--- config.mk ---
export PLATFORM = sky130hd
export DESIGN_NAME = randomized_round_scheduler
export DESIGN_NICKNAME = d
export VERILOG_FILES = /design/src/rtl/core/rrs_pkg.sv /design/src/rtl/core/rrs_rem.sv /design/src/rtl/core/randomized_round_scheduler.sv
export SDC_FILE = /design/constraint.sdc
export NUM_CORES = 1
export LEC_CHECK = 0
export BUFFER_PORTS_ARGS = -buffer_cell sky130_fd_sc_hd__buf_2
export CAP_MARGIN = 20
export CORE_ASPECT_RATIO = 0.5
export CORE_UTILIZATION = 45
export CTS_BUF_LIST = sky130_fd_sc_hd__clkbuf_16
export DETAILED_ROUTE_END_ITERATION = 10
export PLACE_DENSITY = 0.58
export SLEW_MARGIN = 20
export SYNTH_ARGS = -nofsm -noshare
export SYNTH_HDL_FRONTEND = slang
export SYNTH_SLANG_ARGS = --single-unit
--- constraint.sdc ---
create_clock -name clk_i -period 6.1 [get_ports clk_i]
set_input_delay 0.915 -clock clk_i [delete_from_list [all_inputs] [get_ports clk_i]]
set_output_delay 0.915 -clock clk_i [all_outputs]
set_load 0.05 [all_outputs]
--- src/rtl/core/rrs_pkg.sv ---
`default_nettype none

package rrs_pkg;

  // Input and output field widths
  localparam int unsigned RND_W    = 8;
  localparam int unsigned OV_IN_W  = 3;
  localparam int unsigned CHOSEN_W = 3;

  // Tasks kept per overlay
  localparam int unsigned TASKS  = 3;
  localparam int unsigned TASK_W = 2;

  localparam logic [TASK_W-1:0] TASK_RECTIFY  = 2'd1;
  localparam logic [TASK_W-1:0] TASK_ATTEST   = 2'd2;
  localparam logic [TASK_W-1:0] TASK_CNT_FULL = TASK_W'(TASKS);

  typedef enum logic [2:0] {
    ST_IDLE,
    ST_MOD,
    ST_OV_RD,
    ST_OV_CHK,
    ST_TK_RD,
    ST_TK_UPD,
    ST_OUT
  } state_e;

  // One word of the per-overlay task memory
  typedef struct packed {
    logic              turn;
    logic [TASK_W-1:0] cnt;
    logic [TASKS-1:0]  used;
  } task_ent_t;

  localparam task_ent_t TASK_ENT_RESET = '{turn: 1'b1, cnt: '0, used: '0};

endpackage

`default_nettype wire

--- src/rtl/core/rrs_rem.sv ---
`default_nettype none

// Remainders: random byte mod OVERLAYS, random byte mod 3, overlay index
// mod OVERLAYS. Stage one: quotient by reciprocal multiply. Stage two:
// x - q * d. x * ceil(2^16 / d) >> 16 is exact for 8-bit x, d up to 64.
module rrs_rem #(
  parameter int unsigned OVERLAYS = 8,
  localparam int unsigned IdxW = (OVERLAYS > 1) ? $clog2(OVERLAYS) : 1
) (
  input  wire logic                          clk_i,
  input  wire logic                          rst_ni,
  input  wire logic                          start_i,
  input  wire logic [rrs_pkg::RND_W-1:0]     rnd_i,
  input  wire logic [rrs_pkg::OV_IN_W-1:0]   ov_i,
  output logic                               done_o,
  output logic [IdxW-1:0]                    rem_rnd_o,
  output logic [IdxW-1:0]                    rem_ov_o,
  output logic [rrs_pkg::TASK_W-1:0]         rem3_o
);

  localparam int unsigned RecipS = 16;
  localparam int unsigned ProdW  = rrs_pkg::RND_W + RecipS + 1;
  localparam logic [ProdW-1:0] OvRecip =
    ProdW'(((1 << RecipS) + OVERLAYS - 1) / OVERLAYS);
  localparam logic [ProdW-1:0] TriRecip =
    ProdW'(((1 << RecipS) + rrs_pkg::TASKS - 1) / rrs_pkg::TASKS);
  localparam logic [15:0] OvD  = 16'(OVERLAYS);
  localparam logic [15:0] TriD = 16'(rrs_pkg::TASKS);

  logic                        s1_q, done_q;
  logic [rrs_pkg::RND_W-1:0]   rnd_q, ov_q, qr_q, qo_q, q3_q;
  logic [IdxW-1:0]             rr_q, ro_q;
  logic [rrs_pkg::TASK_W-1:0]  r3_q;

  logic [ProdW-1:0] prod_rnd, prod_ov, prod3;
  logic [15:0]      dr, dov, d3;

  assign prod_rnd = ProdW'(rnd_i) * OvRecip;
  assign prod_ov  = ProdW'(ov_i) * OvRecip;
  assign prod3    = ProdW'(rnd_i) * TriRecip;

  assign dr  = 16'(rnd_q) - 16'(qr_q) * OvD;
  assign dov = 16'(ov_q) - 16'(qo_q) * OvD;
  assign d3  = 16'(rnd_q) - 16'(q3_q) * TriD;

  always_ff @(posedge clk_i or negedge rst_ni) begin
    if (!rst_ni) begin
      s1_q   <= 1'b0;
      done_q <= 1'b0;
    end else begin
      s1_q   <= start_i;
      done_q <= s1_q;
    end
  end

  always_ff @(posedge clk_i) begin
    if (start_i) begin
      rnd_q <= rnd_i;
      ov_q  <= (rrs_pkg::RND_W)'(ov_i);
      qr_q  <= prod_rnd[RecipS +: rrs_pkg::RND_W];
      qo_q  <= prod_ov[RecipS +: rrs_pkg::RND_W];
      q3_q  <= prod3[RecipS +: rrs_pkg::RND_W];
    end
    if (s1_q) begin
      rr_q <= dr[IdxW-1:0];
      ro_q <= dov[IdxW-1:0];
      r3_q <= d3[rrs_pkg::TASK_W-1:0];
    end
  end

  assign done_o    = done_q;
  assign rem_rnd_o = rr_q;
  assign rem_ov_o  = ro_q;
  assign rem3_o    = r3_q;

endmodule

`default_nettype wire

--- src/rtl/core/randomized_round_scheduler.sv ---
// Randomized round scheduler: random-order round robin without repeats.
// Input channel (in_valid_i / in_ready_o) carries one pick request: action_i
// selects an overlay pick (0) or a task pick for overlay_i (1); random_byte_i
// is the probe start; attest_done_i, attest_lost_i and rectify_new_i steer the
// task overrides. Output channel (out_valid_o / out_ready_i) returns one
// chosen_o per request, in order.
// Flow: a request is taken only in idle. The start points come from a
// two-stage remainder unit (reciprocal multiply, then multiply and subtract).
// An overlay pick then probes the used-mark memory with one synchronous read
// and one check per slot, p = 1..OVERLAYS slots; a task pick does one
// read-modify-write of the task memory. A new request is taken only after
// the result of the last one has gone to the output register.
// Output register: a finished result waits there while the receiver stalls,
// and the next request is accepted meanwhile; a second finished result holds
// the block in its output state until the register frees up.
// Reset: valid bits of both memories clear (tasks read as all free with the
// rectify turn set), round count and epoch clear. No clearing pass is needed.
`default_nettype none

module randomized_round_scheduler #(
  parameter int unsigned OVERLAYS = 8
) (
  input  wire logic                          clk_i,
  input  wire logic                          rst_ni,
  input  wire logic                          in_valid_i,
  output logic                               in_ready_o,
  input  wire logic                          action_i,
  input  wire logic [rrs_pkg::RND_W-1:0]     random_byte_i,
  input  wire logic [rrs_pkg::OV_IN_W-1:0]   overlay_i,
  input  wire logic                          attest_done_i,
  input  wire logic                          attest_lost_i,
  input  wire logic                          rectify_new_i,
  output logic                               out_valid_o,
  input  wire logic                          out_ready_i,
  output logic [rrs_pkg::CHOSEN_W-1:0]       chosen_o
);

  localparam int unsigned IdxW = (OVERLAYS > 1) ? $clog2(OVERLAYS) : 1;
  localparam int unsigned CntW = $clog2(OVERLAYS + 1);
  localparam int unsigned XW   = (IdxW > rrs_pkg::CHOSEN_W) ? IdxW : rrs_pkg::CHOSEN_W;
  localparam logic [IdxW-1:0] LastIdx = IdxW'(OVERLAYS - 1);
  localparam logic [CntW-1:0] RoundFull = CntW'(OVERLAYS);

  // Request fields kept for the duration of the pick
  logic action_q, attest_done_q, attest_lost_q, rectify_new_q;
  logic in_xfer;

  // Remainder unit
  logic                        rem_done;
  logic [IdxW-1:0]             rem_rnd, rem_ov;
  logic [rrs_pkg::TASK_W-1:0]  rem3;

  // Control
  rrs_pkg::state_e state_q, state_d;
  logic [IdxW-1:0] pos_q, pos_d, k_q, k_d, pos_nx, fin_pos;
  logic [CntW-1:0] ocnt_q, ocnt_d;
  logic            epoch_q, epoch_d;
  logic [rrs_pkg::CHOSEN_W-1:0] res_q, res_d, chosen_q, chosen_d;
  logic            out_valid_q, out_valid_d;
  logic [XW-1:0]   pos_x;

  // Overlay used-mark memory: stores the epoch of the round that marked it
  logic            ovl_mem [OVERLAYS];
  logic [OVERLAYS-1:0] ovl_vld_q;
  logic            ovl_rd_q, ovl_rd_vld_q, ovl_we, ovl_used;

  // Task memory: per-overlay used bits, count and rectify turn
  rrs_pkg::task_ent_t tk_mem [OVERLAYS];
  logic [OVERLAYS-1:0] tk_vld_q;
  rrs_pkg::task_ent_t tk_rd_q, tk_ent, tk_wr;
  logic            tk_rd_vld_q, tk_we, tk_forced, tk_mark;
  logic [rrs_pkg::TASK_W-1:0] tk_pick, p1, p2;

  function automatic logic [rrs_pkg::TASK_W-1:0] next_task(
    input logic [rrs_pkg::TASK_W-1:0] t
  );
    next_task = (t == rrs_pkg::TASK_ATTEST) ? '0 : t + 2'd1;
  endfunction

  assign in_xfer = in_valid_i && in_ready_o;

  rrs_rem #(
    .OVERLAYS(OVERLAYS)
  ) u_rem (
    .clk_i,
    .rst_ni,
    .start_i   (in_xfer),
    .rnd_i     (random_byte_i),
    .ov_i      (overlay_i),
    .done_o    (rem_done),
    .rem_rnd_o (rem_rnd),
    .rem_ov_o  (rem_ov),
    .rem3_o    (rem3)
  );

  // Overlay probe helpers
  assign ovl_used = ovl_rd_vld_q && (ovl_rd_q == epoch_q);
  assign pos_nx   = (pos_q == LastIdx) ? '0 : pos_q + IdxW'(1);
  assign fin_pos  = ovl_used ? rem_rnd : pos_q;  // all used: back to start
  assign pos_x    = XW'(fin_pos);

  // Task read-modify-write
  always_comb begin
    tk_ent = tk_rd_vld_q ? tk_rd_q : rrs_pkg::TASK_ENT_RESET;
    if (tk_ent.cnt >= rrs_pkg::TASK_CNT_FULL) begin
      tk_ent.cnt  = '0;
      tk_ent.used = '0;
    end
    tk_wr     = tk_ent;
    tk_forced = 1'b1;
    p1        = next_task(rem3);
    p2        = next_task(p1);
    if (!attest_done_q && attest_lost_q) begin
      tk_pick = rrs_pkg::TASK_ATTEST;
    end else if (rectify_new_q && tk_ent.turn) begin
      tk_wr.turn = 1'b0;
      tk_pick    = rrs_pkg::TASK_RECTIFY;
    end else begin
      tk_wr.turn = 1'b1;
      tk_forced  = 1'b0;
      if (!tk_ent.used[rem3]) begin
        tk_pick = rem3;
      end else if (!tk_ent.used[p1]) begin
        tk_pick = p1;
      end else if (!tk_ent.used[p2]) begin
        tk_pick = p2;
      end else begin
        tk_pick = rem3;
      end
    end
    // forced picks count only when the task was still free
    tk_mark = !tk_forced || !tk_ent.used[tk_pick];
    if (tk_mark) begin
      tk_wr.cnt           = tk_ent.cnt + 2'd1;
      tk_wr.used[tk_pick] = 1'b1;
    end
  end

  // Sequencer
  always_comb begin
    state_d     = state_q;
    pos_d       = pos_q;
    k_d         = k_q;
    ocnt_d      = ocnt_q;
    epoch_d     = epoch_q;
    res_d       = res_q;
    chosen_d    = chosen_q;
    out_valid_d = out_valid_q && !out_ready_i;
    ovl_we      = 1'b0;
    tk_we       = 1'b0;
    in_ready_o  = 1'b0;

    case (state_q)
      rrs_pkg::ST_IDLE: begin
        in_ready_o = 1'b1;
        if (in_valid_i) begin
          state_d = rrs_pkg::ST_MOD;
        end
      end
      rrs_pkg::ST_MOD: begin
        if (rem_done) begin
          if (!action_q) begin
            // full round: drop all marks by moving to a new epoch
            if (ocnt_q >= RoundFull) begin
              ocnt_d  = '0;
              epoch_d = !epoch_q;
            end
            pos_d   = rem_rnd;
            k_d     = '0;
            state_d = rrs_pkg::ST_OV_RD;
          end else begin
            state_d = rrs_pkg::ST_TK_RD;
          end
        end
      end
      rrs_pkg::ST_OV_RD: begin
        state_d = rrs_pkg::ST_OV_CHK;
      end
      rrs_pkg::ST_OV_CHK: begin
        if (!ovl_used || (k_q == LastIdx)) begin
          ovl_we  = 1'b1;
          ocnt_d  = ocnt_q + CntW'(1);
          res_d   = pos_x[rrs_pkg::CHOSEN_W-1:0];
          state_d = rrs_pkg::ST_OUT;
        end else begin
          pos_d   = pos_nx;
          k_d     = k_q + IdxW'(1);
          state_d = rrs_pkg::ST_OV_RD;
        end
      end
      rrs_pkg::ST_TK_RD: begin
        state_d = rrs_pkg::ST_TK_UPD;
      end
      rrs_pkg::ST_TK_UPD: begin
        tk_we   = 1'b1;
        res_d   = rrs_pkg::CHOSEN_W'(tk_pick);
        state_d = rrs_pkg::ST_OUT;
      end
      rrs_pkg::ST_OUT: begin
        if (!out_valid_q || out_ready_i) begin
          out_valid_d = 1'b1;
          chosen_d    = res_q;
          state_d     = rrs_pkg::ST_IDLE;
        end
      end
      default: begin
        state_d = rrs_pkg::ST_IDLE;
      end
    endcase
  end

  always_ff @(posedge clk_i or negedge rst_ni) begin
    if (!rst_ni) begin
      state_q     <= rrs_pkg::ST_IDLE;
      ocnt_q      <= '0;
      epoch_q     <= 1'b0;
      out_valid_q <= 1'b0;
      ovl_vld_q   <= '0;
      tk_vld_q    <= '0;
    end else begin
      state_q     <= state_d;
      ocnt_q      <= ocnt_d;
      epoch_q     <= epoch_d;
      out_valid_q <= out_valid_d;
      if (ovl_we) begin
        ovl_vld_q[fin_pos] <= 1'b1;
      end
      if (tk_we) begin
        tk_vld_q[rem_ov] <= 1'b1;
      end
    end
  end

  always_ff @(posedge clk_i) begin
    if (in_xfer) begin
      action_q      <= action_i;
      attest_done_q <= attest_done_i;
      attest_lost_q <= attest_lost_i;
      rectify_new_q <= rectify_new_i;
    end
    pos_q    <= pos_d;
    k_q      <= k_d;
    res_q    <= res_d;
    chosen_q <= chosen_d;
  end

  // Memories: one write port, one registered read port each
  always_ff @(posedge clk_i) begin
    if (ovl_we) begin
      ovl_mem[fin_pos] <= epoch_q;
    end
    ovl_rd_q     <= ovl_mem[pos_q];
    ovl_rd_vld_q <= ovl_vld_q[pos_q];
  end

  always_ff @(posedge clk_i) begin
    if (tk_we) begin
      tk_mem[rem_ov] <= tk_wr;
    end
    tk_rd_q     <= tk_mem[rem_ov];
    tk_rd_vld_q <= tk_vld_q[rem_ov];
  end

  assign out_valid_o = out_valid_q;
  assign chosen_o    = chosen_q;

endmodule

`default_nettype wire

# After elaboration in Yosys (flattened, before gate mapping)
# Memories as Yosys holds them, arrays and structs flattened. A register that Yosys moved wholly into a read port is not among the register bits.
# Cells that the tools add are included.
# word_totals
register_bits,66
mem_bits_rw,56
input_bits,19
output_inout_bits,5
word_cells,162
memories,2
# classes
addsub,8
multipliers,2
magnitude_cmp,12
eq_ne,18
mux,65
bitwise_logic,4
reduce_logical,27
# mem_list
memory,words,word_bits,read_ports,rd_clocked_by_memory_dff,write_ports,line_no,rtl
tk_mem,8,6,1,1,1,randomized_round_scheduler.sv:68,rrs_pkg::task_ent_t tk_mem [OVERLAYS];
ovl_mem,8,1,1,1,1,randomized_round_scheduler.sv:63,logic ovl_mem [OVERLAYS];
# ops
op,count
2-to-1 mux 3 bit,14
2-to-1 mux 1 bit,23
multiplier 8 x 14 -> 22 bit (second input constant),1
case mux 3 bit (7 select lines),1
case mux 3 bit (2 select lines),3
2-to-1 mux 4 bit,4
bitwise OR 8 bit,2
== test 3 bit (second input constant),5
2-to-1 mux 2 bit,7
< comparator 2 x 3 -> 1 bit (second input constant),4
< comparator 3 x 4 -> 1 bit (second input constant),3
inequality test 2 bit (second input constant),6
2-to-1 mux 5 bit,2
binary-select mux 1 bit (select 2 bit),4
logical AND 1 bit,8
case mux 4 bit (2 select lines),1
AND reduction 4 bit,2
logical NOT 1 bit,7
multiplier 7 x 2 -> 2 bit (second input constant),1
adder 2 x 1 -> 2 bit (second input constant),3
adder 3 x 1 -> 3 bit (second input constant),2
binary-select mux 1 bit (select 3 bit),2
demux 1 bit (select 3 bit),2
== test 3 x 2 -> 1 bit (second input constant),2
21 further kinds,27

# Depth between registers and ports, before layout
# Gate-level depths: netlist (run 1).
# depth
word_depth,17
depth_mapped,14
depth_no_buf,14

# Hierarchy
# From an unflattened synthesis (run 1), not the netlist that was laid out.
# unflattened
cells_unflattened,482
hier_area_um2,6341.1
# modules_own_cells
mod,instances,cells_per_inst,area_per_inst_um2
randomized_round_scheduler,1,350,4717.0
rrs_rem,1,132,1624.1

# Least setup slack after synthesis (run 1)
# No wires, ideal clock.
# synth_timing
path_kind,in2reg
start,input port random_byte_i[2] (netlist bit)
end,register u_rem.q3_q[0] (netlist bit) (data pin)
setup_ps,265
arrival_ps,3873
t_required_ps,5835
slack_ps,1962
cell_stages,12
n_path_buf,0
cell_sequence,ha_1 > fa_1 > inv_1 > fa_1 > inv_1 > fa_1 > ha_1 > a21o_1 > a21o_1 > a221oi_1 > o21ai_0 > xor2_1
# synth_via
elab_chain_len,1
# synth_lines
element,line_no,rtl
from (decl),randomized_round_scheduler.sv:28,"input wire logic [rrs_pkg::RND_W-1:0] random_byte_i,"
multiplier 8 x 14 -> 22 bit,rrs_rem.sv:40,assign prod3 = ProdW'(rnd_i) * TriRecip;
net u_rem.prod3[16],rrs_rem.sv:35,"logic [ProdW-1:0] prod_rnd, prod_ov, prod3;"
to (signal assigned),rrs_rem.sv:62,q3_q <= prod3[RecipS +: rrs_pkg::RND_W];
to (decl),rrs_rem.sv:31,"logic [rrs_pkg::RND_W-1:0] rnd_q, ov_q, qr_q, qo_q, q3_q;"
# The timed path passes the listed nets, and every way through them passes these cells.
# A chain may end at the register's enable or synchronous reset.

# Final worst setup path (run 1)
# Ends and elaborated chain as after synthesis.

==> results of run 1 <==
[cells by family after synthesis]
family	after synthesis	share of synthesized area [%]
xor+xnor	14	2.08
compound gates	87	9.96
simple gates	121	9.82
flops	124	56.0
mux	25	5.47
buf+inv	52	3.23
fa+ha+maj	59	13.4
[per-layer routing]
layer  up-vias  GRT usage [%]  wire length, um
met5         -              0                0
met4         0           8.35              161
met3        17           5.13              629
met2        84           33.2             6090
met1      1889           24.5             5670
li1       1868              -                -
[state kept, by name (all words and copies together), names as in the netlist, 4 cells and up]
signal     count
ocnt_q         4
tk_rd_q        6
ovl_mem        8
tk_mem        48
ovl_vld_q      8
tk_vld_q       8
[how the worst max path moves through the flow]
stage	endpoint	slack, ns	depth (start not counted)
floorplan	u_rem.q3_q[0]	1.96	12
global placement	u_rem.q3_q[0]	1.71	13
detailed placement	u_rem.q3_q[0]	1.65	15
CTS	u_rem.q3_q[0]	2.10	15
global route	u_rem.q3_q[0]	1.94	15
finish	u_rem.q3_q[0]	2.10	15
[Yosys cell counts (2+ instances only)]
cell,instances
dfxtp_1,9
and3_1,10
xnor2_1,9
ha_1,46
a22oi_1,5
o31ai_1,2
nand2b_1,9
nand4_1,4
a21oi_1,10
a41o_1,2
mux2_2,13
mux2i_4,2
a221oi_1,12
fa_1,13
o21bai_1,4
a22o_1,3
nor2_1,31
o22ai_1,6
dfrtp_1,27
buf_2,5
a31oi_1,7
o21ai_0,10
and2_1,5
o211ai_1,4
nor2b_1,5
edfxtp_1,88
a21o_1,7
a31o_2,4
nor3_1,7
nand3b_1,3
nand3_1,8
mux4_2,4
xor2_1,4
inv_1,39
o21a_1,2
a211oi_1,2
or2_2,9
nand2_1,24
mux2i_1,6
clkbuf_1,6
[report_power, final]
part                  switching [mW]  internal, mW  leakage (nW)  total, mW
combinational                  0.137         0.115          1.48      0.252
clock                          0.380         0.558         0.268      0.938
sequential     0.0000000000000000113         0.900          1.21      0.900
[layout make-up]
cell class	count	area (um^2)	area share [%]
sequential	124	3500	49.1
multi-input combinational	306	2540	35.7
clock buffer	17	425	5.97
tap	186	233	3.26
inverter	41	154	2.16
timing repair buffer	28	153	2.14
clock inverter	15	124	1.74
[worst max-delay path, delay by kind of cell]
| kind | cells | cell delay (ns) |
|---|---|---|
| xor gates and xnor gates | 1 | 0.15 |
| buffers and inverters | 5 | 0.33 |
| adders and majority gates | 5 | 2.03 |
| AOI/OAI and AO/OA | 4 | 0.71 |
[through the flow]
| stage | power [mW] | setup slack (ns) | hold WS (ns) |
|---|---|---|---|
| 2_1_floorplan | 1.11 | 1.96 | 0.400 |
| 3_3_place_gp | 1.17 | 1.71 | 0.404 |
| 3_5_place_dp | 1.17 | 1.65 | 0.410 |
| 4_1_cts | 2.11 | 2.10 | 0.424 |
| 5_1_grt | 2.19 | 1.94 | 0.433 |
| 6_report | 2.09 | 2.10 | 0.427 |
==> impl_metrics.env, run 1 <==
export IMPL_synth_area_per_cell_um2=13.0
export IMPL_final_core_util_pct=54.4
export IMPL_period_minus_slack_ns=4.00
export IMPL_fp_row_count=29
export IMPL_synthCells=482
export IMPL_numClockSinks=124
export IMPL_fill_cells=1139
export IMPL_drc_errors=0
export IMPL_synth_ff_type="edfxtp_1"
export IMPL_critPathLaunch="random_byte_i[2]"
export IMPL_cts_repair_resized=0
export IMPL_skew_ns=0.0112
export IMPL_yosysUniqueCellTypes=56
export IMPL_worstRegToRegCells=6
export IMPL_synthArstFlopShare_pct=21.8
export IMPL_dp_cells=685
export IMPL_synth_fp_nets=560
export IMPL_place_area_um2=6580
export IMPL_avgViaCountPerCell=5.38
export IMPL_hold_depth=0
export IMPL_drv_cap=0
export IMPL_numCtsBuffers=17
export IMPL_status="finished, final reports clean"
export IMPL_rsz0062_at_grt="false"
export IMPL_routedWlPerCell_um=17.5
export IMPL_first_pass_iters=4
export IMPL_cts_tree="done"
export IMPL_synth_top_cells_by_area="edfxtp_1 42%, dfrtp_1 11%, ha_1 9.2%"
export IMPL_layout_cells_non_filler=717
export IMPL_die_w_um=169
export IMPL_reg2reg_setup_slack_ns=3.43
export IMPL_p_leak_nw=2.96
export IMPL_grt_pass1_wl_um=21100
export IMPL_min_delay_start="res_q[1]"
export IMPL_drive_gt1_share_pct=17.7
export IMPL_whs_endpoint="chosen_o[1]"
export IMPL_insertion_delay_ns=0.42
export IMPL_crit_path_max_incr_delay_ns=0.53
export IMPL_fin_crit_sh_pct=65.5
export IMPL_required_ns=6.26
export IMPL_startpoint_type="input pin"
export IMPL_synth_edff_count=88
export IMPL_root_buffer="clkbuf_16"
export IMPL_cp_slowest_cell="fa_1"
export IMPL_worstSetupPathType="in -> reg"
export IMPL_syn_area_um2=6240
export IMPL_hp_class="reg -> reg"
export IMPL_cp_cell_sequence="buf_2 -> ha_1 -> inv_1 -> fa_1 -> inv_1 -> fa_1 -> inv_1 -> fa_1 -> inv_1 -> ha_1 -> a211oi_1 -> o211ai_1 -> a221oi_1 -> o21ai_0 -> xor2_1"
export IMPL_path_common_cell="inv_1"
export IMPL_place_gp_congestion=0.821
export IMPL_grt_use_total_pct=19.8
export IMPL_drv_slew=0
export IMPL_vias=3858
export IMPL_grt_max_degree=28
export IMPL_final_common_cell="edfxtp_1"
export IMPL_regToRegEndpoint="tk_mem[2][1]"
export IMPL_seq_area_frac_synth_pct=56.0
export IMPL_power_density_nw_per_um2=293
export IMPL_yosys_area_top_type="edfxtp_1"
export IMPL_ys_seq_elements=124
export IMPL_end_kind="flip-flop"
export IMPL_tns_ns=0
export IMPL_grt_remaining_overflow=0
export IMPL_totalWireLength_um=12500
export IMPL_grt_pass1_vias=4081
export IMPL_synth_top_area_share_pct=42.3
export IMPL_slew_headroom_pct=36.0
export IMPL_cp_arrival_ns=4.15
export IMPL_finalSetupViolations=0
export IMPL_dieArea_um2=14400
export IMPL_final_cell_mix="88 x edfxtp_1, 46 x ha_1, 40 x inv_1"
export IMPL_hold_violations=0
export IMPL_core_um2=13100
export IMPL_numPortBuffers=23
export IMPL_syn2layout_area_growth_pct=14.2
export IMPL_path_clk_slew_ns=0.05
export IMPL_antenna_found_initial=0
export IMPL_r2r_start="tk_rd_vld_q"
export IMPL_cts_hold_buf=0
export IMPL_fp_dieH_um=85.3
export IMPL_clk_path_buf_depth=2
export IMPL_drt_iter0_markers=214
export IMPL_fmax_ghz=0.250
export IMPL_cp_max_fo=4
export IMPL_ir_drop_mv=0.169
export IMPL_final_area_um2=7130
export IMPL_worstMarginPinSlew_ns=0.951
export IMPL_h_tree_depth=4
export IMPL_final_nets=596
export IMPL_antenna_left=0
export IMPL_ys_warn_count=0
export IMPL_hpwl_um=8740
export IMPL_n_antenna_cell=0
export IMPL_cts_setup_buffers=0
export IMPL_ios=24
export IMPL_initial_core_util_pct=47.7
(Power assumes the default switching activity.)
==> inputs of run 2 (changes only) <==
- PLACE_DENSITY: 0.58 -> 0.6
- clock period: 6.1 -> 3.3 ns (I/O delays scaled with it)
==> run 2 against run 1 <==
The flow now finishes with violations (negative setup slack); first-iteration DRC count grew 52%; worst setup slack got worse by 2.1 ns; register-to-register slack worse by 2.9 ns; critical endpoint unchanged.
==> impl_metrics.env, run 2 (same netlist as run 1, synthesis figures left out) <==
export IMPL_status="finished, violations left"
export IMPL_violations="negative setup slack"
export IMPL_largest_register="tk_mem"
export IMPL_final_cell_mix="88 x edfxtp_1, 42 x ha_1, 39 x inv_1"
export IMPL_cts_tree="done"
export IMPL_period_minus_slack_ns=3.31
export IMPL_ios=24
export IMPL_fin_crit_sh_pct=100
export IMPL_drc_errors=0
export IMPL_numPortBuffers=23
export IMPL_syn2layout_area_growth_pct=18.8
export IMPL_end_kind="flip-flop"
export IMPL_hp_class="in -> async"
export IMPL_grt_remaining_overflow=0
export IMPL_startpoint_type="input pin"
export IMPL_avgViaCountPerCell=5.33
export IMPL_post_place_ws_ns=-0.597
export IMPL_fill_cells=1082
export IMPL_cp_endpoint="u_rem.q3_q[0]"
export IMPL_p_leak_nw=3.10
export IMPL_critPathBufInv=3
export IMPL_cp_top_family="adder cells"
export IMPL_n_antenna_cell=0
export IMPL_regToRegEndpoint="tk_mem[0][1]"
export IMPL_antenna_left=0
export IMPL_cp_num_cells=13
export IMPL_power_density_nw_per_um2=550
export IMPL_drv_slew=0
export IMPL_cts_hold_buf=0
export IMPL_numCtsBuffers=17
export IMPL_antenna_found_initial=0
export IMPL_r2r_start="tk_rd_vld_q"
export IMPL_crit_path_max_incr_delay_ns=0.52
export IMPL_grt_max_degree=28
export IMPL_critPathLaunch="random_byte_i[2]"
export IMPL_whs_ns=0.120
export IMPL_worstRegToRegCells=6
export IMPL_final_nets=621
export IMPL_rsz0062_at_grt="true"
export IMPL_fmax_ghz=0.303
export IMPL_insertion_delay_ns=0.41
export IMPL_drt_iter0_markers=325
export IMPL_numClockSinks=124
export IMPL_first_pass_iters=4
export IMPL_reg2reg_setup_slack_ns=0.56
export IMPL_cp_slowest_cell="fa_1"
export IMPL_finalPower_mw=4.08
export IMPL_place_gp_congestion=0.816
export IMPL_required_ns=3.45
export IMPL_grt_pass1_vias=4119
export IMPL_fp_dieH_um=85.3
export IMPL_largest_reg_flops=48
export IMPL_cp_arrival_ns=3.46
export IMPL_h_tree_depth=4
export IMPL_fin_ws_ns=-0.00545
export IMPL_worstMarginPinSlew_ns=0.904
export IMPL_hpwl_um=8960
export IMPL_finalSetupViolations=1
export IMPL_vias=3954
export IMPL_fp_row_count=29
export IMPL_ir_drop_mv=0.367
export IMPL_clk_path_buf_depth=2
export IMPL_final_common_cell="edfxtp_1"
export IMPL_core_um2=13100
export IMPL_skew_ns=0.0100
export IMPL_root_buffer="clkbuf_16"
export IMPL_final_core_util_pct=56.6
export IMPL_totalWireLength_um=12800
export IMPL_initial_core_util_pct=47.7
export IMPL_cp_max_fo=3
export IMPL_regArea_um2=3500
export IMPL_routedWlPerCell_um=17.2
export IMPL_slew_headroom_pct=39.8
export IMPL_grt_use_total_pct=19.6
export IMPL_die_w_um=169
export IMPL_drv_cap=0
export IMPL_worstSetupPathType="in -> reg"
export IMPL_grt_pass1_wl_um=21100
export IMPL_path_common_cell="fa_1"
export IMPL_path_clk_slew_ns=0.06
export IMPL_place_area_um2=6790
export IMPL_hold_violations=0
export IMPL_multiInputGateArea_um2=2590
export IMPL_final_area_um2=7410
export IMPL_cp_cell_sequence="buf_6 -> ha_4 -> fa_1 -> inv_2 -> fa_1 -> inv_1 -> fa_1 -> ha_1 -> a21o_1 -> a21o_1 -> a221oi_2 -> o21ai_1 -> xor2_1"
export IMPL_dieArea_um2=14400
export IMPL_drive_gt1_share_pct=22.7
-- run 2: cell types whose count changed in the layout (fill, tap and decap cells not counted), sizes merged --
cell    previous run  this run
buf               28        53
bufinv             1         3
clkinv             8         6
-- run 2: report_power, final --
| part | switching [mW] | internal [mW] |
|---|---|---|
| clock network | 0.663 | 1.17 |
| logic | 0.287 | 0.293 |
| registers | 0.0000000000000000214 | 1.66 |
| total | 0.951 | 3.13 |
-- run 2: metal layers --
| metal | wire length (um) | up-vias | track usage, % |
|---|---|---|---|
| li1 | - | 1919 | - |
| met1 | 5770 | 1958 | 24.6 |
| met2 | 6460 | 67 | 33.6 |
| met3 | 414 | 10 | 4.06 |
| met4 | 135 | 0 | 7.85 |
| met5 | 0 | - | 0 |
-- run 2: timing repair --
action / in CTS / in global routing
buffers inserted: 0 / 2
gates resized for setup: 5 / 2
setup endpoints to repair: 2 / 2
pin swaps: 9 / 1
-- run 2: stage by stage --
step / TNS [ns] / instances
finish: -0.00545 / 742
floorplan: -0.494 / 482
global route: -0.150 / 742
CTS: 0 / 740
detailed placement: -1.09 / 708
global placement: -0.997 / 708
-- run 2: worst reg2reg max path: stages, from the launching register on --
cell,delay [ns]
dfxtp_1,0.39
and2_1,0.21
ha_1,0.27
nand3b_1,0.24
or4_1,0.55
a31o_2,0.29
o21ai_1,0.52
-- run 2: final cells by class --
type	count	area share [%]
well taps	186	3.14
repair buffers	53	4.81
flip-flops and latches	124	47.2
clock buffers	17	5.74
clock inverters	15	2.14
multi-input cells	306	34.9
inverters	41	2.08
-- run 2: worst min-delay path by stage --
stage                             start           endpoint  cells past startpoint
after floorplan                  rst_ni            epoch_q                      0
after global placement    u_rem.ov_q[0]  u_rem.rem_ov_o[0]                      0
after detailed placement       res_q[2]        chosen_o[2]                      0
after CTS                        rst_ni       ovl_vld_q[2]                      1
after global routing             rst_ni       ovl_vld_q[2]                      1
final                            rst_ni       ovl_vld_q[2]                      1
==> inputs of run 3 (changes only) <==
- BUFFER_PORTS_ARGS: -buffer_cell sky130_fd_sc_hd__buf_2 -> -buffer_cell sky130_fd_sc_hd__clkbuf_2
- SYNTH_HIERARCHICAL: not set -> 1
==> run 3 against run 2 <==
The run still ends with negative setup slack left; non-clock buffer count increased by 1; total power increased by 52%; core utilization decreased by 0.17 points; cell count increased by 0.54%; die area increased by 1.6%; synthesized cell count unchanged; critical path depth unchanged; global-route usage decreased by 1.0 points; critical path type unchanged; critical endpoint is now u_rem/q3_q[1].
==> impl_metrics.env, run 3 <==
export IMPL_grt_max_degree=28
export IMPL_drv_cap=0
export IMPL_first_pass_iters=4
export IMPL_p_leak_nw=3.16
export IMPL_synth_top_area_share_pct=41.7
export IMPL_worstMarginPinSlew_ns=0.868
export IMPL_synth_top_cells_by_area="edfxtp_1 42%, dfrtp_1 11%, ha_1 8.5%"
export IMPL_use_met3_pct=3.88
export IMPL_grt_pass1_wl_um=20200
export IMPL_antenna_left=0
export IMPL_met2_usage_pct=33.2
export IMPL_final_cell_mix="88 x edfxtp_1, 41 x inv_1, 36 x ha_1"
export IMPL_cp_slowest_cell="fa_2"
export IMPL_layout_cells_non_filler=746
export IMPL_rsz0062_at_grt="true"
export IMPL_grt_remaining_overflow=0
export IMPL_fill_cells=1138
export IMPL_fp_dieH_um=85.9
export IMPL_die_w_um=170
export IMPL_period_minus_slack_ns=3.32
export IMPL_use_met1_pct=22.6
export IMPL_p_clk_share_pct=33.5
export IMPL_status="finished, violations left"
export IMPL_synth_edff_count=88
export IMPL_cp_cell_sequence="buf_8 -> ha_4 -> inv_4 -> fa_2 -> fa_1 -> inv_1 -> fa_1 -> ha_4 -> and3_4 -> o211ai_1 -> a311o_2 -> o211ai_1 -> xnor2_1"
export IMPL_fin_crit_sh_pct=101
export IMPL_power_share_combinational_pct=28.1
export IMPL_fin_ws_ns=-0.0204
export IMPL_root_buffer="clkbuf_16"
export IMPL_synthArstFlopShare_pct=21.8
export IMPL_clk_path_buf_depth=2
export IMPL_dp_cells=711
export IMPL_dieArea_um2=14600
export IMPL_synth_top_cells_by_count="88 x edfxtp_1, 44 x inv_1, 43 x ha_1"
export IMPL_power_density_nw_per_um2=807
export IMPL_fmax_ghz=0.301
export IMPL_hp_class="in -> async"
export IMPL_slew_headroom_pct=42.1
export IMPL_final_common_cell="edfxtp_1"
export IMPL_synthCells=482
export IMPL_worstSetupPathType="in -> reg"
export IMPL_cp_arrival_ns=3.48
export IMPL_synth_area_per_cell_um2=13.2
export IMPL_drive_gt1_share_pct=26.9
export IMPL_yosys_area_top_type="edfxtp_1"
export IMPL_largest_register="tk_mem"
export IMPL_synth_fp_nets=559
export IMPL_syn2layout_area_growth_pct=21.6
export IMPL_p_sw_mw=1.87
export IMPL_busiest_layer="met2"
export IMPL_cts_tree="done"
export IMPL_synth_ff_type="edfxtp_1"
export IMPL_crit_path_max_incr_delay_ns=0.58
export IMPL_required_ns=3.46
export IMPL_ir_drop_mv=0.382
export IMPL_final_core_util_pct=56.4
export IMPL_path_clk_slew_ns=0.06
export IMPL_yosysUniqueCellTypes=60
export IMPL_finalSetupViolations=1
export IMPL_drc_errors=0
export IMPL_yosysMostFrequentCell="edfxtp_1"
export IMPL_antenna_found_initial=0
export IMPL_hpwl_um=8570
export IMPL_totalWireLength_um=12200
export IMPL_core_um2=13700
export IMPL_swShare_pct=30.0
export IMPL_ys_seq_elements=124
export IMPL_routedWlPerCell_um=16.3
export IMPL_h_tree_depth=4
export IMPL_initial_core_util_pct=46.4
export IMPL_numCtsBuffers=17
export IMPL_cp_max_fo=3
export IMPL_numClockSinks=124
export IMPL_numPortBuffers=23
export IMPL_avgViaCountPerCell=5.15
export IMPL_final_nets=618
export IMPL_startpoint_type="input pin"
export IMPL_n_antenna_cell=0
export IMPL_ys_warn_count=6
export IMPL_largest_reg_flops=48
export IMPL_skew_ns=0.00819
export IMPL_grt_use_total_pct=18.6
export IMPL_seq_area_frac_synth_pct=55.2
export IMPL_cts_hold_buf=0
export IMPL_intPower_mw=4.35
export IMPL_fp_row_count=30
export IMPL_syn_area_um2=6340
export IMPL_p_seq_share_pct=38.5
export IMPL_drv_slew=0
export IMPL_grt_pass1_vias=4002
export IMPL_place_gp_congestion=0.830
export IMPL_violations="negative setup slack"
export IMPL_end_kind="flip-flop"
export IMPL_hold_violations=0
export IMPL_vias=3840
export IMPL_ios=24
export IMPL_drt_iter0_markers=163
export IMPL_insertion_delay_ns=0.41
run 3: cell types whose count changed after synthesis, sizes merged, moves of 5 or more:
cell    delta
mux4       +6
mux2       -6
buf        +7
and2       +6
and3       -7
o21ai      -8
a221oi     -5
or2        +7
nor2b      +7
nor2      -17
nand2     +10
run 3: layer usage:
metal	part of all wire [%]	routed length, um
met4	1.0	122
met1	45	5520
met3	2.3	277
met5	0	0
met2	51	6240
run 3: through the flow:
stage	power [mW]	setup slack [ns]	hold WS, ns	instance area, um^2	setup TNS, ns
after floorplan	3.61	-0.261	0.199	6400	-0.515
after global placement	4.04	-0.493	0.404	6900	-0.967
after detailed placement	4.07	-0.558	0.405	6900	-1.09
after CTS	6.21	-0.0477	0.157	7620	-0.0821
after global routing	6.58	-0.142	0.195	7710	-0.242
final	6.22	-0.0204	0.137	7710	-0.0204
run 3: repair_timing:
action	in CTS	in global routing
hold endpoints to repair	0	0
setup buffers	3	0
endpoints found under the setup margin	2	2
gates cloned	0	0
pin swaps	16	19
resized for setup	5	16
run 3: logic make-up (layout without fill, tap and decap cells):
family / Yosys count / in the layout / share of synthesized area, %
AOI/OAI and AO/OA: 70 / 70 / 8.29
and+or+nand+nor: 133 / 133 / 11.3
buffers and inverters: 58 / 130 / 3.71
adders and majority gates: 59 / 59 / 13.4
xor gates and xnor gates: 12 / 12 / 1.78
DFF: 124 / 124 / 55.2
muxes: 26 / 26 / 6.41
run 3: power groups by stage:
stage | Sequential [mW] | Combinational (mW) | Clock, mW
2_1_floorplan | 2.31 | 1.30 | 0
3_3_place_gp | 2.41 | 1.63 | 0
3_5_place_dp | 2.42 | 1.65 | 0
4_1_cts | 2.39 | 1.71 | 2.11
5_1_grt | 2.45 | 1.96 | 2.17
6_report | 2.39 | 1.75 | 2.08
run 3: path summary, 6_finish.rpt:
kind,start,end,slack (ns),cells after the start
worst min register to register,res_q[1],chosen_o[1],0.42,0
worst max register to register,tk_rd_vld_q,tk_mem[6][4],0.81,5
worst max-delay path,random_byte_i[4],u_rem/q3_q[1],-0.02,13
max in group asynchronous,rst_ni,tk_vld_q[6],2.68,1
worst min-delay path,rst_ni,state_q[2],0.14,1
min in group clk_i,rectify_new_i,rectify_new_q,0.26,1
run 3: critical path: cells and delay by family:
family / cells / cell delay [ns]
buffers and inverters: 3 / 0.21
xor gates and xnor gates: 1 / 0.09
adders and majority gates: 5 / 2.00
and+or+nand+nor: 1 / 0.19
AOI/OAI and AO/OA: 3 / 0.49
run 3: final cells by class:
class | instances | area, um^2 | area share [%]
multi-input combinational | 300 | 2760 | 35.8
clock buffer | 17 | 425 | 5.52
inverter | 44 | 168 | 2.17
sequential | 124 | 3500 | 45.4
timing repair buffer | 54 | 370 | 4.80
tap | 192 | 240 | 3.12
clock inverter | 15 | 246 | 3.20
